File: config.mk
export PLATFORM = sky130hd
export DESIGN_NAME = midi_round_robin_voice_allocator_unit
export DESIGN_NICKNAME = d
export VERILOG_FILES = /design/src/rtl/core/vra_pkg.sv /design/src/rtl/core/midi_round_robin_voice_allocator_unit.sv /design/src/rtl/core/vra_dp.sv /design/src/rtl/core/vra_ctrl.sv
export SDC_FILE = /design/constraint.sdc
export NUM_CORES = 1
export LEC_CHECK = 0
export BUFFER_PORTS_ARGS = -buffer_cell sky130_fd_sc_hd__buf_2
export CAP_MARGIN = 25
export CORE_AREA = 2 2 143 173
export CTS_CLUSTER_SIZE = 8
export DETAILED_ROUTE_END_ITERATION = 12
export DIE_AREA = 0 0 145 175
export GPL_TIMING_DRIVEN = 1
export SYNTH_ARGS = -nofsm -noshare
export SYNTH_HDL_FRONTEND = slang
export SYNTH_SLANG_ARGS = --single-unit
File: constraint.sdc
create_clock -name aclk -period 9.5 [get_ports aclk]
set_clock_uncertainty 0.15 [all_clocks]
set_input_delay 1.425 -clock aclk [delete_from_list [all_inputs] [get_ports aclk]]
set_output_delay 1.425 -clock aclk [all_outputs]
set_load 0.05 [all_outputs]
File: src/rtl/core/vra_pkg.sv
// ----------------------------------------------------------------------------
// vra_pkg: shared types and constants of the voice allocator
// Command and status bundles between the controller and the datapath, MIDI
// message kinds and the sizes of the voice store.
// ----------------------------------------------------------------------------
`default_nettype none

package vra_pkg;

    // voice store
    localparam int SLOTS  = 15;
    localparam int VOICES = 15;
    localparam int IDX_W  = 4;

    // MIDI message kinds (upper nibble of the status byte)
    localparam logic [3:0] KIND_NOTE_OFF = 4'h8;
    localparam logic [3:0] KIND_NOTE_ON  = 4'h9;
    localparam logic [3:0] KIND_PITCH    = 4'hE;
    localparam logic [3:0] KIND_SYSTEM   = 4'hF;

    // scan index operations
    typedef logic [2:0] idx_op_t;
    localparam idx_op_t IDX_HOLD     = 3'd0;
    localparam idx_op_t IDX_NEXT     = 3'd1;
    localparam idx_op_t IDX_PREV     = 3'd2;
    localparam idx_op_t IDX_INC      = 3'd3;
    localparam idx_op_t IDX_PTR      = 3'd4;
    localparam idx_op_t IDX_PTR_NEXT = 3'd5;
    localparam idx_op_t IDX_ZERO     = 3'd6;
    localparam idx_op_t IDX_NVC      = 3'd7;

    // result word selection
    typedef logic [2:0] emit_sel_t;
    localparam emit_sel_t EMIT_ON        = 3'd0;
    localparam emit_sel_t EMIT_STEAL_OFF = 3'd1;
    localparam emit_sel_t EMIT_MATCH_OFF = 3'd2;
    localparam emit_sel_t EMIT_PITCH     = 3'd3;
    localparam emit_sel_t EMIT_PASS      = 3'd4;
    localparam emit_sel_t EMIT_RELEASE   = 3'd5;

    // controller -> datapath
    typedef struct packed {
        logic      load;
        idx_op_t   idx_op;
        logic      cnt_clr;
        logic      cnt_inc;
        logic      emit;
        emit_sel_t emit_sel;
        logic      emit_last;
        logic      note_write;
        logic      note_clear;
        logic      commit;
    } vra_cmd_t;

    // datapath -> controller
    typedef struct packed {
        logic is_op1;
        logic is_on;
        logic is_off;
        logic is_pitch;
        logic count_same;
        logic idx_busy;
        logic note_match;
        logic cnt_last;
        logic idx_last;
        logic idx_end;
        logic rel_last;
        logic out_free;
    } vra_stat_t;

endpackage

`default_nettype wire

File: src/rtl/core/midi_round_robin_voice_allocator_unit.sv
// ----------------------------------------------------------------------------
// midi_round_robin_voice_allocator_unit: MPE round-robin voice allocator
// Spreads MIDI short messages over up to 15 voices on channels 2..16 with
// note stealing, pitch wheel fan-out and run-time voice count changes.
// ----------------------------------------------------------------------------
// One input word is taken while the controller is idle and is then worked
// alone: a decode step, then a scan of the busy flags at one voice per
// cycle, held while a result waits for room in the output register. A pitch
// wheel word gives one result per active voice. Results leave through an
// output register at most one per cycle. A new word may be accepted while
// the last result of the previous one still waits on m_ready. No clearing
// pass is needed after reset.
`default_nettype none

module midi_round_robin_voice_allocator_unit (
    input  wire logic        aclk,
    input  wire logic        aresetn,
    input  wire logic        s_valid,
    output logic             s_ready,
    input  wire logic        s_operation,
    input  wire logic [7:0]  s_status_byte,
    input  wire logic [6:0]  s_data_one,
    input  wire logic [6:0]  s_data_two,
    input  wire logic [15:0] s_time_stamp,
    input  wire logic [3:0]  s_new_voice_count,
    output logic             m_valid,
    input  wire logic        m_ready,
    output logic [7:0]       m_out_status,
    output logic [6:0]       m_out_data_one,
    output logic [6:0]       m_out_data_two,
    output logic [15:0]      m_out_time_stamp,
    output logic             m_last
);
    import vra_pkg::*;

    vra_cmd_t  cmd;
    vra_stat_t stat;

    vra_ctrl u_ctrl (
        .aclk    (aclk),
        .aresetn (aresetn),
        .s_valid (s_valid),
        .s_ready (s_ready),
        .stat    (stat),
        .cmd     (cmd)
    );

    vra_dp u_dp (
        .aclk              (aclk),
        .aresetn           (aresetn),
        .cmd               (cmd),
        .stat              (stat),
        .s_operation       (s_operation),
        .s_status_byte     (s_status_byte),
        .s_data_one        (s_data_one),
        .s_data_two        (s_data_two),
        .s_time_stamp      (s_time_stamp),
        .s_new_voice_count (s_new_voice_count),
        .m_valid           (m_valid),
        .m_ready           (m_ready),
        .m_out_status      (m_out_status),
        .m_out_data_one    (m_out_data_one),
        .m_out_data_two    (m_out_data_two),
        .m_out_time_stamp  (m_out_time_stamp),
        .m_last            (m_last)
    );

    // a result word is only loaded when the output register can take it
    a_emit_room: assert property (@(posedge aclk) disable iff (!aresetn)
        cmd.emit |-> stat.out_free)
        else $error("result loaded into a full output register");

    // an accepted word keeps the controller busy for its decode cycle
    a_accept_busy: assert property (@(posedge aclk) disable iff (!aresetn)
        (s_valid && s_ready) |=> !s_ready)
        else $error("input accepted twice in a row");

    // a voice count commit ends the word and frees the input side
    a_commit_done: assert property (@(posedge aclk) disable iff (!aresetn)
        cmd.commit |=> s_ready)
        else $error("controller busy after voice count commit");

    // a voice is never claimed and released in the same cycle
    a_note_excl: assert property (@(posedge aclk) disable iff (!aresetn)
        !(cmd.note_write && (cmd.note_clear || cmd.commit)))
        else $error("conflicting voice store updates");

endmodule

`default_nettype wire

File: src/rtl/core/vra_dp.sv
// ----------------------------------------------------------------------------
// vra_dp: voice allocator datapath
// Input word latch, voice store with busy flags, rotation pointer, voice
// count, scan index and counter, result word mux and output register.
// ----------------------------------------------------------------------------
`default_nettype none

module vra_dp (
    input  wire logic                 aclk,
    input  wire logic                 aresetn,
    input  wire vra_pkg::vra_cmd_t    cmd,
    output vra_pkg::vra_stat_t        stat,
    input  wire logic                 s_operation,
    input  wire logic [7:0]           s_status_byte,
    input  wire logic [6:0]           s_data_one,
    input  wire logic [6:0]           s_data_two,
    input  wire logic [15:0]          s_time_stamp,
    input  wire logic [3:0]           s_new_voice_count,
    output logic                      m_valid,
    input  wire logic                 m_ready,
    output logic [7:0]                m_out_status,
    output logic [6:0]                m_out_data_one,
    output logic [6:0]                m_out_data_two,
    output logic [15:0]               m_out_time_stamp,
    output logic                      m_last
);
    import vra_pkg::*;

    // latched input word
    logic             op_reg;
    logic [7:0]       st_reg;
    logic [6:0]       d1_reg;
    logic [6:0]       d2_reg;
    logic [15:0]      ts_reg;
    logic [3:0]       nv_reg;

    // voice state
    logic [6:0]       note_mem [SLOTS];
    logic [SLOTS-1:0] busy_reg;
    logic [IDX_W-1:0] ptr_reg;
    logic [IDX_W-1:0] active_reg;

    // scan
    logic [IDX_W-1:0] idx_reg, idx_next;
    logic [IDX_W-1:0] cnt_reg;

    // output register
    logic             m_valid_reg;
    logic [7:0]       ost_reg;
    logic [6:0]       od1_reg;
    logic [6:0]       od2_reg;
    logic [15:0]      ots_reg;
    logic             olast_reg;

    logic [3:0]       kind;
    logic [IDX_W-1:0] nvc;
    logic [IDX_W:0]   idx_plus;
    logic [IDX_W:0]   ptr_plus;
    logic [IDX_W-1:0] idx_rot_next;
    logic [IDX_W-1:0] idx_rot_prev;
    logic [IDX_W-1:0] ptr_rot_next;
    logic [IDX_W-1:0] chan;
    logic             idx_valid;
    logic [6:0]       note_rd;
    logic [SLOTS-1:0] above;
    logic [7:0]       pass_status;
    logic [7:0]       e_st;
    logic [6:0]       e_d1;
    logic [6:0]       e_d2;
    logic [15:0]      e_ts;

    // decode of the latched word
    assign kind = st_reg[7:4];
    assign nvc  = (nv_reg == 4'd0) ? IDX_W'(1) : nv_reg;
    assign pass_status = (kind == KIND_SYSTEM) ? st_reg : {kind, 4'h0};

    // rotation arithmetic
    assign idx_plus     = {1'b0, idx_reg} + 1'b1;
    assign ptr_plus     = {1'b0, ptr_reg} + 1'b1;
    assign idx_rot_next = (idx_plus >= {1'b0, active_reg}) ? '0 : idx_plus[IDX_W-1:0];
    assign ptr_rot_next = (ptr_plus >= {1'b0, active_reg}) ? '0 : ptr_plus[IDX_W-1:0];
    assign idx_rot_prev = (idx_reg == '0) ? active_reg - 1'b1 : idx_reg - 1'b1;
    assign chan         = idx_plus[IDX_W-1:0];

    // read of the voice at the scan index
    assign idx_valid = idx_reg < IDX_W'(SLOTS);
    assign note_rd   = idx_valid ? note_mem[idx_reg] : '0;

    // busy voices above the scan index and below the voice count
    always_comb begin
        for (int j = 0; j < SLOTS; j++) begin
            above[j] = busy_reg[j] && (IDX_W'(j) > idx_reg) && (IDX_W'(j) < active_reg);
        end
    end

    // status to the controller
    always_comb begin
        stat.is_op1     = op_reg;
        stat.is_on      = !op_reg && (kind == KIND_NOTE_ON) && (d2_reg != 7'd0);
        stat.is_off     = !op_reg && ((kind == KIND_NOTE_OFF) || (kind == KIND_NOTE_ON));
        stat.is_pitch   = !op_reg && (kind == KIND_PITCH);
        stat.count_same = nvc == active_reg;
        stat.idx_busy   = idx_valid && busy_reg[idx_reg];
        stat.note_match = note_rd == d1_reg;
        stat.cnt_last   = cnt_reg == active_reg - 1'b1;
        stat.idx_last   = idx_reg == active_reg - 1'b1;
        stat.idx_end    = idx_reg >= active_reg;
        stat.rel_last   = ~|above;
        stat.out_free   = !m_valid_reg || m_ready;
    end

    // result word mux
    always_comb begin
        e_st = pass_status;
        e_d1 = d1_reg;
        e_d2 = d2_reg;
        e_ts = ts_reg;
        case (cmd.emit_sel)
            EMIT_ON:        e_st = {KIND_NOTE_ON, chan};
            EMIT_STEAL_OFF: begin
                e_st = {KIND_NOTE_OFF, chan};
                e_d1 = note_rd;
                e_d2 = '0;
            end
            EMIT_MATCH_OFF: e_st = {kind, chan};
            EMIT_PITCH:     e_st = {KIND_PITCH, chan};
            EMIT_PASS:      e_st = pass_status;
            EMIT_RELEASE:   begin
                e_st = {KIND_NOTE_OFF, chan};
                e_d1 = note_rd;
                e_d2 = '0;
                e_ts = '0;
            end
            default:        e_st = pass_status;
        endcase
    end

    // scan index next value
    always_comb begin
        case (cmd.idx_op)
            IDX_HOLD:     idx_next = idx_reg;
            IDX_NEXT:     idx_next = idx_rot_next;
            IDX_PREV:     idx_next = idx_rot_prev;
            IDX_INC:      idx_next = idx_plus[IDX_W-1:0];
            IDX_PTR:      idx_next = ptr_reg;
            IDX_PTR_NEXT: idx_next = ptr_rot_next;
            IDX_ZERO:     idx_next = '0;
            IDX_NVC:      idx_next = nvc;
            default:      idx_next = idx_reg;
        endcase
    end

    // input latch, scan registers, note store
    always_ff @(posedge aclk) begin
        if (cmd.load) begin
            op_reg <= s_operation;
            st_reg <= s_status_byte;
            d1_reg <= s_data_one;
            d2_reg <= s_data_two;
            ts_reg <= s_time_stamp;
            nv_reg <= s_new_voice_count;
        end
        idx_reg <= idx_next;
        if (cmd.cnt_clr) begin
            cnt_reg <= '0;
        end else if (cmd.cnt_inc) begin
            cnt_reg <= cnt_reg + 1'b1;
        end
        if (cmd.note_write) begin
            note_mem[idx_reg] <= d1_reg;
        end
    end

    // voice control state
    always_ff @(posedge aclk) begin
        if (!aresetn) begin
            busy_reg   <= '0;
            active_reg <= IDX_W'(VOICES);
            ptr_reg    <= IDX_W'(VOICES - 1);
        end else begin
            if (cmd.note_write) begin
                busy_reg[idx_reg] <= 1'b1;
                ptr_reg           <= idx_reg;
            end
            if (cmd.note_clear) begin
                busy_reg[idx_reg] <= 1'b0;
            end
            if (cmd.commit) begin
                active_reg <= nvc;
                ptr_reg    <= nvc - 1'b1;
            end
        end
    end

    // output register
    always_ff @(posedge aclk) begin
        if (!aresetn) begin
            m_valid_reg <= 1'b0;
        end else if (cmd.emit) begin
            m_valid_reg <= 1'b1;
        end else if (m_ready) begin
            m_valid_reg <= 1'b0;
        end
    end

    always_ff @(posedge aclk) begin
        if (cmd.emit) begin
            ost_reg   <= e_st;
            od1_reg   <= e_d1;
            od2_reg   <= e_d2;
            ots_reg   <= e_ts;
            olast_reg <= cmd.emit_last;
        end
    end

    assign m_valid          = m_valid_reg;
    assign m_out_status     = ost_reg;
    assign m_out_data_one   = od1_reg;
    assign m_out_data_two   = od2_reg;
    assign m_out_time_stamp = ots_reg;
    assign m_last           = olast_reg;

endmodule

`default_nettype wire

File: src/rtl/core/vra_ctrl.sv
// ----------------------------------------------------------------------------
// vra_ctrl: voice allocator controller
// Sequences decode, voice scans and result emission for one input word.
// ----------------------------------------------------------------------------
`default_nettype none

module vra_ctrl (
    input  wire logic               aclk,
    input  wire logic               aresetn,
    input  wire logic               s_valid,
    output logic                    s_ready,
    input  wire vra_pkg::vra_stat_t stat,
    output vra_pkg::vra_cmd_t       cmd
);
    import vra_pkg::*;

    localparam logic [2:0] ST_IDLE     = 3'd0;
    localparam logic [2:0] ST_DECODE   = 3'd1;
    localparam logic [2:0] ST_ON_SCAN  = 3'd2;
    localparam logic [2:0] ST_STEAL    = 3'd3;
    localparam logic [2:0] ST_ON_EMIT  = 3'd4;
    localparam logic [2:0] ST_OFF_SCAN = 3'd5;
    localparam logic [2:0] ST_PITCH    = 3'd6;
    localparam logic [2:0] ST_REL_PASS = 3'd7;

    logic [2:0] state_reg, state_next;
    logic       rel_mode_reg, rel_mode_next;

    assign s_ready = state_reg == ST_IDLE;

    // next state and commands
    always_comb begin
        state_next    = state_reg;
        rel_mode_next = rel_mode_reg;
        cmd           = '0;
        cmd.idx_op    = IDX_HOLD;
        cmd.emit_sel  = EMIT_PASS;
        case (state_reg)
            ST_IDLE: begin
                cmd.load = s_valid;
                if (s_valid) begin
                    state_next = ST_DECODE;
                end
            end
            ST_DECODE: begin
                if (stat.is_op1) begin
                    if (stat.count_same) begin
                        state_next = ST_IDLE;
                    end else begin
                        cmd.idx_op    = IDX_NVC;
                        rel_mode_next = 1'b1;
                        state_next    = ST_REL_PASS;
                    end
                end else if (stat.is_on) begin
                    cmd.idx_op  = IDX_PTR_NEXT;
                    cmd.cnt_clr = 1'b1;
                    state_next  = ST_ON_SCAN;
                end else if (stat.is_off) begin
                    cmd.idx_op  = IDX_PTR;
                    cmd.cnt_clr = 1'b1;
                    state_next  = ST_OFF_SCAN;
                end else if (stat.is_pitch) begin
                    cmd.idx_op = IDX_ZERO;
                    state_next = ST_PITCH;
                end else begin
                    rel_mode_next = 1'b0;
                    state_next    = ST_REL_PASS;
                end
            end
            // look for a free voice after the pointer
            ST_ON_SCAN: begin
                if (!stat.idx_busy) begin
                    state_next = ST_ON_EMIT;
                end else if (stat.cnt_last) begin
                    cmd.idx_op = IDX_NEXT;
                    state_next = ST_STEAL;
                end else begin
                    cmd.idx_op  = IDX_NEXT;
                    cmd.cnt_inc = 1'b1;
                end
            end
            // all voices busy: release the stolen voice first
            ST_STEAL: begin
                if (stat.out_free) begin
                    cmd.emit     = 1'b1;
                    cmd.emit_sel = EMIT_STEAL_OFF;
                    state_next   = ST_ON_EMIT;
                end
            end
            ST_ON_EMIT: begin
                if (stat.out_free) begin
                    cmd.emit       = 1'b1;
                    cmd.emit_sel   = EMIT_ON;
                    cmd.emit_last  = 1'b1;
                    cmd.note_write = 1'b1;
                    state_next     = ST_IDLE;
                end
            end
            // backward search from the pointer for the held note
            ST_OFF_SCAN: begin
                if (stat.idx_busy && stat.note_match) begin
                    if (stat.out_free) begin
                        cmd.emit       = 1'b1;
                        cmd.emit_sel   = EMIT_MATCH_OFF;
                        cmd.emit_last  = 1'b1;
                        cmd.note_clear = 1'b1;
                        state_next     = ST_IDLE;
                    end
                end else if (stat.cnt_last) begin
                    state_next = ST_IDLE;
                end else begin
                    cmd.idx_op  = IDX_PREV;
                    cmd.cnt_inc = 1'b1;
                end
            end
            // one pitch word per active voice
            ST_PITCH: begin
                if (stat.out_free) begin
                    cmd.emit      = 1'b1;
                    cmd.emit_sel  = EMIT_PITCH;
                    cmd.emit_last = stat.idx_last;
                    if (stat.idx_last) begin
                        state_next = ST_IDLE;
                    end else begin
                        cmd.idx_op = IDX_INC;
                    end
                end
            end
            // voice count release sweep, or a single passed-through word
            ST_REL_PASS: begin
                if (rel_mode_reg) begin
                    if (stat.idx_end) begin
                        cmd.commit = 1'b1;
                        state_next = ST_IDLE;
                    end else if (stat.idx_busy) begin
                        if (stat.out_free) begin
                            cmd.emit       = 1'b1;
                            cmd.emit_sel   = EMIT_RELEASE;
                            cmd.emit_last  = stat.rel_last;
                            cmd.note_clear = 1'b1;
                            cmd.idx_op     = IDX_INC;
                        end
                    end else begin
                        cmd.idx_op = IDX_INC;
                    end
                end else if (stat.out_free) begin
                    cmd.emit      = 1'b1;
                    cmd.emit_sel  = EMIT_PASS;
                    cmd.emit_last = 1'b1;
                    state_next    = ST_IDLE;
                end
            end
            default: begin
                state_next = ST_IDLE;
            end
        endcase
    end

    always_ff @(posedge aclk) begin
        if (!aresetn) begin
            state_reg    <= ST_IDLE;
            rel_mode_reg <= 1'b0;
        end else begin
            state_reg    <= state_next;
            rel_mode_reg <= rel_mode_next;
        end
    end

endmodule

`default_nettype wire

# Word-level counts from Yosys, hierarchy flattened
# Memory sizes are Yosys's and may differ from the RTL's. A register that Yosys moved wholly into a read port is not among the register bits.
# Cells that the tools add are included.
dict set report word_totals {
  latchBits 0
  romBits 0
  mem_bits_rw 105
  reg_bits 118
  n_memories 1
}
# memory words width read_ports rd_clocked_by_memory_dff wr line
set mem_list {}
lappend mem_list {u_dp.note_mem 15 7 1 1 1 vra_dp.sv:38} ;# logic [6:0] note_mem [SLOTS];
dict set report op_classes {
  shifts 0
  n_mux 88
  n_bitwise 3
  n_reduce_logical 54
  n_mul 0
  magnitude_cmp 36
  addsub 6
  div_mod_pow 0
  n_eq_ne 37
}
# op n
set op_table {}
lappend op_table {{3-bit two-way mux} 21}
lappend op_table {{15-bit two-way mux} 3}
lappend op_table {{4-bit two-way mux} 10}
lappend op_table {{5-bit two-way mux} 8}
lappend op_table {{1-bit logical AND} 37}
lappend op_table {{8-bit case mux with 4 select lines} 1}
lappend op_table {{4-bit greater-than comparator, first input constant} 7}
lappend op_table {{4-bit < comparator, first input constant} 7}
lappend op_table {{4-bit case mux with 7 select lines} 1}
lappend op_table {{3-bit == test, second input constant} 9}
lappend op_table {{1-bit two-way mux} 27}
lappend op_table {{3-bit case mux with 8 select lines} 1}
lappend op_table {{4-bit case mux with 5 select lines} 1}
lappend op_table {{3-bit by 2-bit == test with 1-bit output, second input constant} 6}
lappend op_table {{4-bit == test, second input constant} 4}
lappend op_table {{3-bit by 4-bit greater-than comparator with 1-bit output, first input constant} 4}
lappend op_table {{3-bit by 4-bit < comparator with 1-bit output, first input constant} 4}
lappend op_table {{15-bit AND} 1}
lappend op_table {{15-bit NOT} 1}
lappend op_table {{15-bit OR} 1}
lappend op_table {{3-bit case mux with 5 select lines} 1}
lappend op_table {{15-bit OR reduction} 1}
lappend op_table {{7-bit two-way mux} 2}
lappend op_table {{4-bit == test} 3}
lappend op_table {{other kinds (33)} 63}

# Depth between registers and ports, before layout
dict set report depth {
  depth_word 13
  mapped_depth 13
}

# Cells and area by module
# Synthesis repeated with hierarchy kept, for this count alone.
dict set report hier_totals {
  cells_unflattened 750
  hier_area_um2 10327.4
}
# mod n_inst area_per_inst_um2 cells_per_inst seq_area_each_um2
set modules_own_cells {}
lappend modules_own_cells {vra_dp 1 9655.5 658 6376.1}
lappend modules_own_cells {vra_ctrl 1 671.9 92 80.1}

# Worst setup path before layout
# Ideal clock, no wire load.
dict set report synth_path {
  path_type {input -> register}
  from {input port m_ready}
  to {register u_dp.olast_reg, in the netlist u_dp.m_last (enable)}
  path_buffers 1
  cell_stages 4
  setup_time_ps 447
  required_ps 8903
  slack_ps 5084
  t_arrival_ps 3820
  cell_sequence {nand2b_1 > clkbuf_1 > nand2_1 > o211ai_1}
}
# element line
set synth_rtl {}
lappend synth_rtl {{start: declaration} midi_round_robin_voice_allocator_unit.sv:27} ;# input wire logic m_ready,
lappend synth_rtl {{end signal: assignment} vra_dp.sv:212} ;# olast_reg <= cmd.emit_last;
lappend synth_rtl {{end: declaration} vra_dp.sv:53} ;# logic olast_reg;

==> results.md <==
* Reg-to-reg setup timing slack at 5.14 ns
* Post-synth EDFFs at 191
* Mean Syn Cell Area at 13.0 um^2
* DR DRC count at 0
* Post-Syn Nets at 875
* TritonCTS clock tree: yes
* Initial Util at 44.4%
* Clock transition at path regs at 0.06 ns
* Hpwl dp at 17400 um
* Area taken by multi-input logic gates at 3740 um^2
* Initial DRC count at 498
* Worst setup margin at 5.14 ns
* Clock Latency Late Sink at 0.51 ns
* FF-to-FF End: u_dp.m_out_time_stamp[0]
* Share of the synthesized area in the top cell type at 54.6%
* Top post-synthesis cells by area: edfxtp_1 55%, dfxtp_1 6.9%, mux2i_1 3.5%
* CTS Buf Count at 34
* Sequential cell area at 6460 um^2
* Layout Utilization at 51.8%
* Final hold viol count at 0
* Seq/Total Area, Yosys at 61.5%
* Total grt overflow at 0
* First-pass GRT wire length at 39600 um
* Area Overhead vs Synth at 16.7%
* Share of cells above drive strength 1 at 20.7%
* Hold Path Origin: u_dp.cnt_reg[2]
* Post-Syn Instances at 805
* Async S/R FF share, synth at 0%
* Synth warnings at 0
* Synth top cells by count: 191 x edfxtp_1, 51 x nand2_1, 45 x nor2_1, 38 x a21oi_1
* Leakage power at 4.41 nW
* CTS Sinks at 227
* Area leader, netlist: edfxtp_1
* Type of the most critical hold path: reg2reg
* Core ar. at 23700 um^2
* Fin crit period at 4.36 ns
* Die Y at 175 um
* Hold-fix buffers, CTS at 0
* Worst Setup Start Kind: register
* Transition time of the tightest slew-check pin at 0.919 ns
* Routed WL per cell at 20.3 um
* DRT Wirelength at 25300 um
* Max-cap violations at 0
* Hold Crit Endpoint: u_dp.cnt_reg[2]
* DRT antenna net count at 0
* CP max FO at 39
* Row cnt at 62
* Die X at 145 um
* Final GP Congestion at 0.849
* Worst relative slew slack at 38.5%
* Cell Area, Synth at 10500 um^2
* Detailed Routing Iterations Pass 1 at 5
* Hold path depth at 2
* # H-tree levels at 2
* CP Capture Type: register
* Vias per std cell at 5.50
* RSZ-0062 raised after global routing: false
* IO Count at 88
* WP data arrival at 4.34 ns
* Status: complete, no violations
* Worst setup path startpoint: u_dp.idx_reg[0]
* Vias in the first global route at 6862
* Worst flop-to-flop path startpoint: u_dp.idx_reg[0]
* R2R depth at 10
* Setup-failing EPs final at 0
* Fillcell total at 2062
* Top-count cell post-synth: edfxtp_1
* Largest net degree at the start of global routing at 44
* Post-synth cell types at 89
* CTS root buffer: clkbuf_16
* Total GRT Usage at 20.0%
* Via count at 6869
* Placement Setup Slack at 5.21 ns
* Die ar. at 25400 um^2
* Postcts setup bufs at 0
* Fmax at 0.229 GHz
* Final period utilization at 45.9%
* Post_cts resized at 0
* # nets final at 978
* Pwr/cell area at 329 nW/um^2
* Setup TNS at 0 ns
* Crit Path Class: reg2reg
* Number of port buffers at 87
* Clock buffer depth at 3
* Final Max Slew Viols at 0
* VDD IR max at 0.000173 V
* Initial antenna violation count at 2
* Required time worst endpoint at 9.48 ns
* Ys flop type: edfxtp_1
* Max reg flops at 105
* #FFs+latches synth at 227
-- power breakdown --
part | internal [mW] | switching, mW | total (mW)
registers | 1.34 | 0.155 | 1.50
logic | 0.465 | 0.943 | 1.41
clock network | 0.704 | 0.425 | 1.13
-- routing by layer --
| metal | part of all wire (%) | track usage [%] | routed length, um |
|---|---|---|---|
| met3 | 4.7 | 3.50 | 1190 |
| met5 | 0 | 0 | 0 |
| met4 | 2.6 | 6.68 | 650 |
| met1 | 40 | 24.5 | 10200 |
| met2 | 52 | 35.9 | 13300 |
-- worst max path at each step --
stage | end | depth (start not counted)
after floorplan | u_dp.m_last | 4
after global placement | u_dp.note_mem[1][4] | 7
after detailed placement | u_dp.note_mem[2][2] | 7
after CTS | u_dp.m_out_time_stamp[0] | 10
after global routing | u_dp.m_out_data_one[1] | 10
final | u_dp.m_out_time_stamp[0] | 10
-- area by class of cell --
cell class                 count  share of cell area (%)
tap                          320                    3.27
timing repair buffer         103                    4.59
sequential                   227                    52.7
clock inverter                 3                   0.480
clock buffer                  51                    7.63
antenna                        2                  0.0408
multi-input combinational    516                    30.5
inverter                      26                   0.796
-- critical path, cell delays in order (launching register included) --
cell,delay [ns]
edfxtp_1,0.79
ha_1,0.50
nand3_2,0.17
nand2_1,0.25
o311a_1,0.26
nor3_1,0.07
nor4b_2,0.45
nand4_2,0.34
a211o_1,0.41
o211ai_1,0.09
buf_4,0.48
-- logic make-up after synthesis --
| family | share of synthesized area, % |
|---|---|
| AND/OR/NAND/NOR | 12.0 |
| flip-flops | 61.5 |
| XOR/XNOR | 1.57 |
| multiplexers | 6.42 |
| buffers and inverters | 3.00 |
| AO/OA/AOI/OAI | 12.8 |
| adder cells (fa/ha/maj) | 2.74 |
-- cells in the final DEF, fill, tap and decap left out, drive strengths merged, types with 10 or more instances in the layout --
master  count
a211oi     11
a21oi      40
a22oi      11
a31oi      11
and2       14
buf       102
clkbuf     52
dfxtp      36
edfxtp    191
ha         23
inv        28
mux2i      37
mux4       11
nand2      54
nand3      15
nor2       47
nor2b      37
nor3       19
o211ai     10
o21ai      39
o31ai      11
xnor2      13
-- stage by stage --
stage	cells	hold WS [ns]	cell area, um^2	total power [mW]
2_1_floorplan	805	0.311	10500	2.56
3_3_place_gp	1188	0.345	11200	2.90
3_5_place_dp	1190	0.339	11200	2.91
4_1_cts	1244	0.352	12200	4.05
5_1_grt	1248	0.381	12300	4.23
6_report	1248	0.351	12300	4.03
Note: power is estimated with default switching activity, not from simulation.
